--- src/trm_pkg.sv ---
`default_nettype none
package trm_pkg;

  localparam int PC_W  = 4;
  localparam int DIV_W = 32;

  localparam logic [15:0] MINUTE_MS = 16'd60000;

  localparam logic [1:0] CFG_LOW_RATE  = 2'd0;
  localparam logic [1:0] CFG_HIGH_RATE = 2'd1;
  localparam logic [1:0] CFG_GAP       = 2'd2;
  localparam logic [1:0] CFG_TAPS      = 2'd3;

  localparam logic [1:0] REM_NONE  = 2'd0;
  localparam logic [1:0] REM_SLOW  = 2'd1;
  localparam logic [1:0] REM_SPEED = 2'd2;

  localparam logic [PC_W-1:0] STEP_WAIT     = PC_W'(0);
  localparam logic [PC_W-1:0] STEP_TAP      = PC_W'(1);
  localparam logic [PC_W-1:0] STEP_SPAN     = PC_W'(2);
  localparam logic [PC_W-1:0] STEP_DIV_MEAN = PC_W'(3);
  localparam logic [PC_W-1:0] STEP_RATE     = PC_W'(4);
  localparam logic [PC_W-1:0] STEP_DIV_RATE = PC_W'(5);
  localparam logic [PC_W-1:0] STEP_SET_Q    = PC_W'(6);
  localparam logic [PC_W-1:0] STEP_SET_SAT  = PC_W'(7);
  localparam logic [PC_W-1:0] STEP_SET_ZERO = PC_W'(8);
  localparam logic [PC_W-1:0] STEP_REMIND   = PC_W'(9);
  localparam logic [PC_W-1:0] STEP_LAST     = STEP_REMIND;

  typedef enum logic [3:0] {
    OP_ACCEPT,
    OP_TAP,
    OP_LOAD_SPAN,
    OP_DIV_STEP,
    OP_LOAD_RATE,
    OP_SET_RATE_Q,
    OP_SET_RATE_SAT,
    OP_SET_RATE_ZERO,
    OP_REMIND
  } trm_op_t;

  typedef enum logic [2:0] {
    COND_NEVER,
    COND_ALWAYS,
    COND_NO_IN,
    COND_NO_TAP,
    COND_FEW_TAPS,
    COND_DIV_MORE,
    COND_MEAN_ZERO,
    COND_OUT_BUSY
  } trm_cond_t;

  typedef struct packed {
    trm_op_t         op;
    trm_cond_t       cond;
    logic [PC_W-1:0] target;
  } trm_uword_t;

  typedef struct packed {
    logic no_in;
    logic no_tap;
    logic few_taps;
    logic div_more;
    logic mean_zero;
    logic out_busy;
  } trm_flags_t;

  // Microprogram. A taken condition jumps to target, otherwise the step counter advances.
  function automatic trm_uword_t trm_ucode(input logic [PC_W-1:0] pc);
    trm_uword_t w;
    unique case (pc)
      STEP_WAIT:     w = '{OP_ACCEPT,        COND_NO_IN,     STEP_WAIT};
      STEP_TAP:      w = '{OP_TAP,           COND_NO_TAP,    STEP_REMIND};
      STEP_SPAN:     w = '{OP_LOAD_SPAN,     COND_FEW_TAPS,  STEP_SET_ZERO};
      STEP_DIV_MEAN: w = '{OP_DIV_STEP,      COND_DIV_MORE,  STEP_DIV_MEAN};
      STEP_RATE:     w = '{OP_LOAD_RATE,     COND_MEAN_ZERO, STEP_SET_SAT};
      STEP_DIV_RATE: w = '{OP_DIV_STEP,      COND_DIV_MORE,  STEP_DIV_RATE};
      STEP_SET_Q:    w = '{OP_SET_RATE_Q,    COND_ALWAYS,    STEP_REMIND};
      STEP_SET_SAT:  w = '{OP_SET_RATE_SAT,  COND_ALWAYS,    STEP_REMIND};
      STEP_SET_ZERO: w = '{OP_SET_RATE_ZERO, COND_NEVER,     STEP_WAIT};
      STEP_REMIND:   w = '{OP_REMIND,        COND_OUT_BUSY,  STEP_REMIND};
      default:       w = '{OP_ACCEPT,        COND_ALWAYS,    STEP_WAIT};
    endcase
    return w;
  endfunction

endpackage
`default_nettype wire

--- src/tap_rate_monitor_unit.sv ---
`default_nettype none
// Tap tempo meter. Each input beat is one poll: a millisecond timestamp and a
// tap-released flag. Every accepted beat yields exactly one output beat with the
// held rate in taps per minute and a reminder code (0 none, 1 slow down, 2 speed up).
// Configuration is written through cfg_we/cfg_index/cfg_wdata; the user must do so
// only while the block is idle, which the block itself does not enforce. One poll is
// handled at a time. in_stall is low only while rst_n is high and the microprogram
// waits for a poll. A poll without a tap goes from the wait step to the tap step and
// on to the reminder step, which loads the output register; a tap with too few taps
// passes the span and set-zero steps first; a full rate update runs the divider, one
// quotient bit per cycle, over all 32 bits of the mean interval and then of the rate.
// The output register lets the next poll be accepted while a result still waits;
// only when the register is still held by out_stall does the sequencer wait at its
// last step, and with it the input side.
// A synchronous reset (rst_n low) restores the register defaults, empties the tap
// count and ring pointer, clears the rate and reminder time, and drops out_valid.
// The tap ring is not cleared; only written slots are ever used for a rate.
module tap_rate_monitor_unit #(
  parameter int RING_DEPTH = 32
) (
  input  wire         clk,
  input  wire         rst_n,
  input  wire         cfg_we,
  input  wire [1:0]   cfg_index,
  input  wire [31:0]  cfg_wdata,
  input  wire         in_valid,
  output logic        in_stall,
  input  wire [31:0]  in_now_ms,
  input  wire         in_tap_released,
  output logic        out_valid,
  input  wire         out_stall,
  output logic [15:0] out_rate_per_minute,
  output logic [1:0]  out_reminder
);
  import trm_pkg::*;

  trm_uword_t uword;
  trm_flags_t flags;
  logic       idle;

  trm_sequencer u_seq (
    .clk   (clk),
    .rst_n (rst_n),
    .flags (flags),
    .uword (uword),
    .idle  (idle)
  );

  trm_datapath #(.RING_DEPTH(RING_DEPTH)) u_dp (
    .clk                 (clk),
    .rst_n               (rst_n),
    .cfg_we              (cfg_we),
    .cfg_index           (cfg_index),
    .cfg_wdata           (cfg_wdata),
    .in_valid            (in_valid),
    .in_now_ms           (in_now_ms),
    .in_tap_released     (in_tap_released),
    .out_stall           (out_stall),
    .out_valid           (out_valid),
    .out_rate_per_minute (out_rate_per_minute),
    .out_reminder        (out_reminder),
    .uword               (uword),
    .flags               (flags)
  );

  assign in_stall = !idle || !rst_n;

endmodule
`default_nettype wire

--- src/trm_divider.sv ---
`default_nettype none
module trm_divider (
  input  wire                       clk,
  input  wire                       rst_n,
  input  wire                       load,
  input  wire                       step,
  input  wire [trm_pkg::DIV_W-1:0]  dividend,
  input  wire [trm_pkg::DIV_W-1:0]  divisor,
  output logic [trm_pkg::DIV_W-1:0] quotient,
  output logic                      more
);
  import trm_pkg::*;

  localparam int CW = $clog2(DIV_W);

  logic [DIV_W-1:0] rem_r, rem_nxt;
  logic [DIV_W-1:0] quo_r, quo_nxt;
  logic [DIV_W-1:0] dvs_r;
  logic [CW-1:0]    cnt_r;
  logic [DIV_W:0]   trial;

  // Restoring division, one quotient bit per step, dividend bits shift out of the top.
  always_comb begin
    trial = {rem_r, quo_r[DIV_W-1]} - {1'b0, dvs_r};
    if (!trial[DIV_W]) begin
      rem_nxt = trial[DIV_W-1:0];
      quo_nxt = {quo_r[DIV_W-2:0], 1'b1};
    end else begin
      rem_nxt = {rem_r[DIV_W-2:0], quo_r[DIV_W-1]};
      quo_nxt = {quo_r[DIV_W-2:0], 1'b0};
    end
  end

  always_ff @(posedge clk) begin
    if (!rst_n) begin
      cnt_r <= '0;
    end else if (load) begin
      cnt_r <= '0;
    end else if (step) begin
      cnt_r <= cnt_r + CW'(1);
    end
  end

  always_ff @(posedge clk) begin
    if (load) begin
      rem_r <= '0;
      quo_r <= dividend;
      dvs_r <= divisor;
    end else if (step) begin
      rem_r <= rem_nxt;
      quo_r <= quo_nxt;
    end
  end

  assign quotient = quo_r;
  assign more     = (cnt_r != CW'(DIV_W - 1));

endmodule
`default_nettype wire

--- src/trm_datapath.sv ---
`default_nettype none
module trm_datapath #(
  parameter int RING_DEPTH = 32
) (
  input  wire                 clk,
  input  wire                 rst_n,
  input  wire                 cfg_we,
  input  wire [1:0]           cfg_index,
  input  wire [31:0]          cfg_wdata,
  input  wire                 in_valid,
  input  wire [31:0]          in_now_ms,
  input  wire                 in_tap_released,
  input  wire                 out_stall,
  output logic                out_valid,
  output logic [15:0]         out_rate_per_minute,
  output logic [1:0]          out_reminder,
  input  trm_pkg::trm_uword_t uword,
  output trm_pkg::trm_flags_t flags
);
  import trm_pkg::*;

  localparam int IDX_W = $clog2(RING_DEPTH);
  localparam int KMAX  = (RING_DEPTH < 32) ? RING_DEPTH : 32;
  localparam int OW    = (IDX_W + 1 > 6) ? IDX_W + 1 : 6;

  logic [15:0]      low_r, high_r;
  logic [31:0]      gap_r;
  logic [5:0]       taps_cfg_r;
  logic [31:0]      now_r;
  logic             tap_r;
  logic [IDX_W-1:0] slot_r;
  logic [5:0]       seen_r;
  logic [15:0]      rate_r;
  logic [31:0]      last_r;
  logic [31:0]      rd_r;
  logic             out_valid_r;
  logic [15:0]      out_rate_r;
  logic [1:0]       out_rem_r;

  logic [31:0]      ring_mem [RING_DEPTH];

  logic [5:0]       k, km1;
  logic [OW-1:0]    slot_e, km1_e, oldest_e;
  logic [IDX_W-1:0] oldest;
  logic [31:0]      elapsed;
  logic [1:0]       code;
  logic             tap_do, do_remind;
  logic             div_load, div_step, div_more;
  logic [31:0]      div_dividend, div_quotient;

  always_comb begin
    k = taps_cfg_r;
    if (k < 6'd2) k = 6'd2;
    if (k > 6'(KMAX)) k = 6'(KMAX);
    km1 = k - 6'd1;
  end

  // Oldest slot of the window, wrapping back through the ring.
  always_comb begin
    slot_e = OW'(slot_r);
    km1_e  = OW'(km1);
    if (slot_e >= km1_e) oldest_e = slot_e - km1_e;
    else                 oldest_e = slot_e + OW'(RING_DEPTH) - km1_e;
    oldest = oldest_e[IDX_W-1:0];
  end

  // A slow-down reminder wins over a speed-up one when both thresholds are crossed.
  always_comb begin
    elapsed = now_r - last_r;
    if (rate_r > high_r && elapsed > gap_r)     code = REM_SLOW;
    else if (rate_r < low_r && elapsed > gap_r) code = REM_SPEED;
    else                                        code = REM_NONE;
  end

  assign tap_do    = (uword.op == OP_TAP) && tap_r;
  assign do_remind = (uword.op == OP_REMIND) && !flags.out_busy;
  assign div_load  = (uword.op == OP_LOAD_SPAN) || (uword.op == OP_LOAD_RATE);
  assign div_step  = (uword.op == OP_DIV_STEP);
  assign div_dividend = (uword.op == OP_LOAD_SPAN) ? (now_r - rd_r) : 32'(MINUTE_MS);

  trm_divider u_div (
    .clk      (clk),
    .rst_n    (rst_n),
    .load     (div_load),
    .step     (div_step),
    .dividend (div_dividend),
    .divisor  ((uword.op == OP_LOAD_SPAN) ? 32'(km1) : div_quotient),
    .quotient (div_quotient),
    .more     (div_more)
  );

  always_ff @(posedge clk) begin
    if (tap_do) ring_mem[slot_r] <= now_r;
    if (uword.op == OP_TAP) rd_r <= ring_mem[oldest];
  end

  always_ff @(posedge clk) begin
    if (uword.op == OP_ACCEPT && in_valid) begin
      now_r <= in_now_ms;
      tap_r <= in_tap_released;
    end
    if (do_remind) begin
      out_rate_r <= rate_r;
      out_rem_r  <= code;
    end
  end

  always_ff @(posedge clk) begin
    if (!rst_n) begin
      low_r       <= 16'd10;
      high_r      <= 16'd20;
      gap_r       <= 32'd5000;
      taps_cfg_r  <= 6'd4;
      slot_r      <= '0;
      seen_r      <= '0;
      rate_r      <= '0;
      last_r      <= '0;
      out_valid_r <= 1'b0;
    end else begin
      if (cfg_we) begin
        case (cfg_index)
          CFG_LOW_RATE:  low_r      <= cfg_wdata[15:0];
          CFG_HIGH_RATE: high_r     <= cfg_wdata[15:0];
          CFG_GAP:       gap_r      <= cfg_wdata;
          CFG_TAPS:      taps_cfg_r <= cfg_wdata[5:0];
          default:       ;
        endcase
      end
      if (tap_do) begin
        slot_r <= (slot_r == IDX_W'(RING_DEPTH - 1)) ? '0 : slot_r + IDX_W'(1);
        if (seen_r != 6'd63) seen_r <= seen_r + 6'd1;
      end
      case (uword.op)
        OP_SET_RATE_Q:    rate_r <= div_quotient[15:0];
        OP_SET_RATE_SAT:  rate_r <= MINUTE_MS;
        OP_SET_RATE_ZERO: rate_r <= '0;
        default:          ;
      endcase
      if (do_remind && code != REM_NONE) last_r <= now_r;
      if (do_remind)       out_valid_r <= 1'b1;
      else if (!out_stall) out_valid_r <= 1'b0;
    end
  end

  always_comb begin
    flags.no_in     = !in_valid;
    flags.no_tap    = !tap_r;
    flags.few_taps  = seen_r < k;
    flags.div_more  = div_more;
    flags.mean_zero = (div_quotient == '0);
    flags.out_busy  = out_valid_r && out_stall;
  end

  assign out_valid           = out_valid_r;
  assign out_rate_per_minute = out_rate_r;
  assign out_reminder        = out_rem_r;

endmodule
`default_nettype wire

--- src/trm_sequencer.sv ---
`default_nettype none
module trm_sequencer (
  input  wire                 clk,
  input  wire                 rst_n,
  input  trm_pkg::trm_flags_t flags,
  output trm_pkg::trm_uword_t uword,
  output logic                idle
);
  import trm_pkg::*;

  logic [PC_W-1:0] pc_r, pc_nxt;
  logic            take;

  assign uword = trm_ucode(pc_r);

  always_comb begin
    case (uword.cond)
      COND_NEVER:     take = 1'b0;
      COND_ALWAYS:    take = 1'b1;
      COND_NO_IN:     take = flags.no_in;
      COND_NO_TAP:    take = flags.no_tap;
      COND_FEW_TAPS:  take = flags.few_taps;
      COND_DIV_MORE:  take = flags.div_more;
      COND_MEAN_ZERO: take = flags.mean_zero;
      COND_OUT_BUSY:  take = flags.out_busy;
      default:        take = 1'b0;
    endcase
    if (take)                   pc_nxt = uword.target;
    else if (pc_r == STEP_LAST) pc_nxt = STEP_WAIT;
    else                        pc_nxt = pc_r + PC_W'(1);
  end

  always_ff @(posedge clk) begin
    if (!rst_n) pc_r <= STEP_WAIT;
    else        pc_r <= pc_nxt;
  end

  assign idle = (pc_r == STEP_WAIT);

endmodule
`default_nettype wire

--- config.mk ---
export PLATFORM = sky130hd
export DESIGN_NAME = tap_rate_monitor_unit
export DESIGN_NICKNAME = d
export VERILOG_FILES = /design/src/trm_pkg.sv /design/src/tap_rate_monitor_unit.sv /design/src/trm_divider.sv /design/src/trm_datapath.sv /design/src/trm_sequencer.sv
export SDC_FILE = /design/constraint.sdc
export NUM_CORES = 2
export LEC_CHECK = 0
export ABC_AREA = 1
export BUFFER_PORTS_ARGS = -buffer_cell sky130_fd_sc_hd__buf_4
export CAP_MARGIN = 25
export CORE_MARGIN = 2
export CORE_UTILIZATION = 55
export DETAILED_ROUTE_END_ITERATION = 16
export PLACE_DENSITY_LB_ADDON = 0.12
export SYNTH_ARGS = -nofsm -noshare
export SYNTH_HDL_FRONTEND = slang
export SYNTH_SLANG_ARGS = --single-unit
--- constraint.sdc ---
create_clock -name clk -period 5 [get_ports clk]
set_input_delay 0.25 -clock clk [delete_from_list [all_inputs] [get_ports clk]]
set_output_delay 0.25 -clock clk [all_outputs]
set_load 0.05 [all_outputs]
==> impl_metrics.json <==
{
  "fmax_ghz": 0.245,
  "synth_top_area_frac": 0.569,
  "crit_start": "u_dp.taps_cfg_r[2]",
  "dp_hpwl_um": 108000,
  "critPathBufInv": 2,
  "track_usage": 0.296,
  "reg2reg_depth": 13,
  "cpLargestDelayFamily": "buffers and inverters",
  "power.density_nw_per_um2": 539,
  "gr-total-overflow": 0,
  "routed_wirelength_um": 172000,
  "rsz0062_at_grt": "no",
  "yosysMostFrequentCell": "edfxtp_1",
  "required_ps": 5480,
  "postSynthNetCount": 5884,
  "nets": 6077,
  "core_sq_um": 111000,
  "synthCells": 5629,
  "die_y_um": 339,
  "r2r_slack_ps": 910,
  "worstReg2RegStart": "u_dp.taps_cfg_r[2]",
  "p_total_w": 0.0379,
  "grt_pass1_vias": 40600,
  "fin_skew_ps": 43.8,
  "worstPathArrival_ps": 4570,
  "min_period_ps": 4090,
  "initial_core_util": 0.556,
  "dp_slack_ps": 966,
  "post_drt_via_cell_ratio": 5.76,
  "synth.distinct_cells": 56,
  "yosysWarnings": 0,
  "cp-start-kind": "flip-flop",
  "drive_gt1_frac": 0.0885,
  "min_path_cells": 3,
  "clkTransAtPathRegs_ps": 60,
  "root_buffer": "clkbuf_16",
  "maxSlewHeadroom": 0.264,
  "hold_violations": 0,
  "synthTopCellsByCount": "1,171 x edfxtp_1, 749 x nand2_1, 733 x inv_1",
  "drt-wirelength-per-cell_um": 23.2,
  "final_cell_count_no_fill": 7424,
  "syn_to_final_growth_pct": 13.7,
  "drt_iter0_drc": 4194,
  "routabilityCongestion": 0.920,
  "cts_tree": "done",
  "drcViolationCount": 0,
  "dieArea_sq_um": 115000,
  "ys_seq_elements": 1353,
  "async_flop_share": 0,
  "fin_crit_sh": 0.817,
  "syn_area_per_cell_sq_um": 11.0,
  "path_class": "reg2reg",
  "worstMarginPinSlew_ps": 1100,
  "ir_worst_vdd_mv": 0.509,
  "finalSetupViolations": 0,
  "critPathSlowestCell": "inv_4",
  "numCtsBuffers": 143,
  "antenna_found_initial": 12,
  "hold_end": "u_dp.last_r[20]",
  "cts_max_level": 4,
  "run_status": "complete, no violations",
  "max_stage_delay_ps": 560,
  "endpoint_kind": "flip-flop",
  "chipWidth_um": 339,
  "clock_path_buffers": 3,
  "synth_edf_count": 1171,
  "yosysSeqAreaShare": 0.628,
  "clock_sinks": 1353,
  "path_cells": "nor3_1 > o21ai_0 > ha_1 > xor2_1 > ha_1 > xnor2_2 > inv_4 > buf_12 > o211ai_1 > a21oi_1 > a31oi_1 > nand2_1 > o21ai_1",
  "place_inst": 7083,
  "drv_slew": 0,
  "cp_common_cell": "ha_1",
  "boundaryPins": 92,
  "port-buffer-count": 91,
  "synth_area_sq_um": 61800,
  "grt_max_degree": 129,
  "synth_area_leaders": "edfxtp_1 57%, dfxtp_1 5.9%, a21oi_1 4.7%",
  "r2r_end": "u_dp.rd_r[7]",
  "synthFlopType": "edfxtp_1",
  "p_leak_nw": 26.2,
  "firstDrtPassIters": 6,
  "grt_pass1_wl_um": 256000,
  "vias": 42800,
  "maxCapViolCount": 0,
  "min_path_type": "in2reg",
  "path_max_fanout": 49,
  "synth.largest_area_cell": "edfxtp_1",
  "setup_slack_ps": 913,
  "core.rowCount": 122,
  "final_antenna_net_count": 0,
  "hp-start": "rst_n",
  "clock_latency_ps": 770,
  "whs_ps": 83.4
}
## cell type report
type | count | area (sq um)
multi-input cells | 3280 | 19200
clock buffers | 191 | 3940
fillers | 8786 | 40900
clock inverters | 66 | 708
repair buffers | 302 | 2860
diodes | 2 | 5.00
well taps | 1488 | 1860
flip-flops and latches | 1353 | 38800
inverters | 742 | 2800
## flip-flops by register name (all words and copies together), names as in the netlist, 2 cells and up
signal,cells
u_dp.gap_r,32
u_dp.high_r,16
u_dp.last_r,32
u_dp.low_r,16
u_dp.now_r,32
u_dp.out_rate_per_minute,16
u_dp.out_reminder,2
u_dp.rate_r,16
u_dp.rd_r,32
u_dp.ring_mem,1024
u_dp.seen_r,6
u_dp.slot_r,5
u_dp.taps_cfg_r,6
u_dp.u_div.cnt_r,5
u_dp.u_div.dvs_r,32
u_dp.u_div.quotient,32
u_dp.u_div.rem_r,32
u_seq.pc_r,4
u_seq.uword,11
## report_power, final
| part | switching, W | total (W) | internal [W] | leakage (nW) |
|---|---|---|---|---|
| Clock | 0.00441 | 0.0106 | 0.00614 | 2.26 |
| Combinational | 0.00902 | 0.0131 | 0.00409 | 11.9 |
| Sequential | 0.000468 | 0.0142 | 0.0137 | 12.1 |
## worst max-delay path by stage
stage	endpoint	slack [ps]	cells past startpoint
2_1_floorplan	u_dp.ring_mem[19][0]	-240	7
3_3_place_gp	u_dp.rd_r[23]	1040	12
3_5_place_dp	u_dp.last_r[0]	970	22
4_1_cts	u_dp.last_r[0]	920	22
5_1_grt	u_dp.last_r[15]	490	22
6_report	u_dp.rd_r[7]	910	13
## per-stage QoR
| step | cell area (sq um) | util | setup TNS (ps) |
|---|---|---|---|
| final | 70200 | 0.632 | 0 |
| after detailed placement | 64700 | 0.582 | 0 |
| after global routing | 70200 | 0.632 | 0 |
| after global placement | 64700 | 0.582 | 0 |
| after floorplan | 61800 | - | -15630 |
| after CTS | 70200 | 0.631 | 0 |
## cell usage in the layout, fill, tap and decap left out, types with 8 or more instances in the layout
master and n:
inv_2 8, inv_1 731, o211ai_1 138, nor3_1 27, buf_4 191, nand4_1 27, clkbuf_1 34, o21ai_0 549
xnor2_1 23, nor2_1 239, clkbuf_16 147, xor2_1 33, ha_1 178, dfxtp_1 182, mux2i_1 256, nand2_1 749
nand3_1 152, o21bai_1 14, o21a_1 12, a21oi_1 582, a31oi_1 72, dlygate4sd3_1 80, nor2_4 33, bufinv_16 11
nand2_2 21, clkinv_2 11, buf_12 30, o21ai_1 55, a21o_1 15, nand3b_1 9, a211oi_1 10, clkbuf_8 10
clkinv_1 28, nand3_2 8, edfxtp_1 1171
## layer usage
layer | share of wire | up-vias | global-route usage
li1 | - | 20200 | -
met1 | 0.42 | 20600 | 0.418
met2 | 0.46 | 1712 | 0.472
met3 | 0.081 | 296 | 0.0459
met4 | 0.031 | 8 | 0.0964
met5 | 0.00033 | - | 0
## kinds of logic (layout without fill, tap and decap cells)
family	after synthesis	count (layout)	share of synthesized area
adder cells (fa/ha/maj)	183	183	0.0375
AO/OA/AOI/OAI	1482	1482	0.131
buffers and inverters	996	1301	0.0654
multiplexers	256	256	0.0415
other	0	2	0
XOR/XNOR	59	59	0.00848
flip-flops	1353	1353	0.628
AND/OR/NAND/NOR	1300	1300	0.0883
## worst min-delay path: stages
cell and delay (ps):
buf_4 330, nand2_1 160, nor2_1 30
## what timing repair did
action | in CTS | in global routing
hold endpoints to repair | 104 | 1
hold buffers | 79 | 1
buffers inserted | 0 | 0
gates resized for setup | 0 | 0
setup endpoints to repair | 0 | 0
No activity file was read; power rests on OpenSTA's default activity.
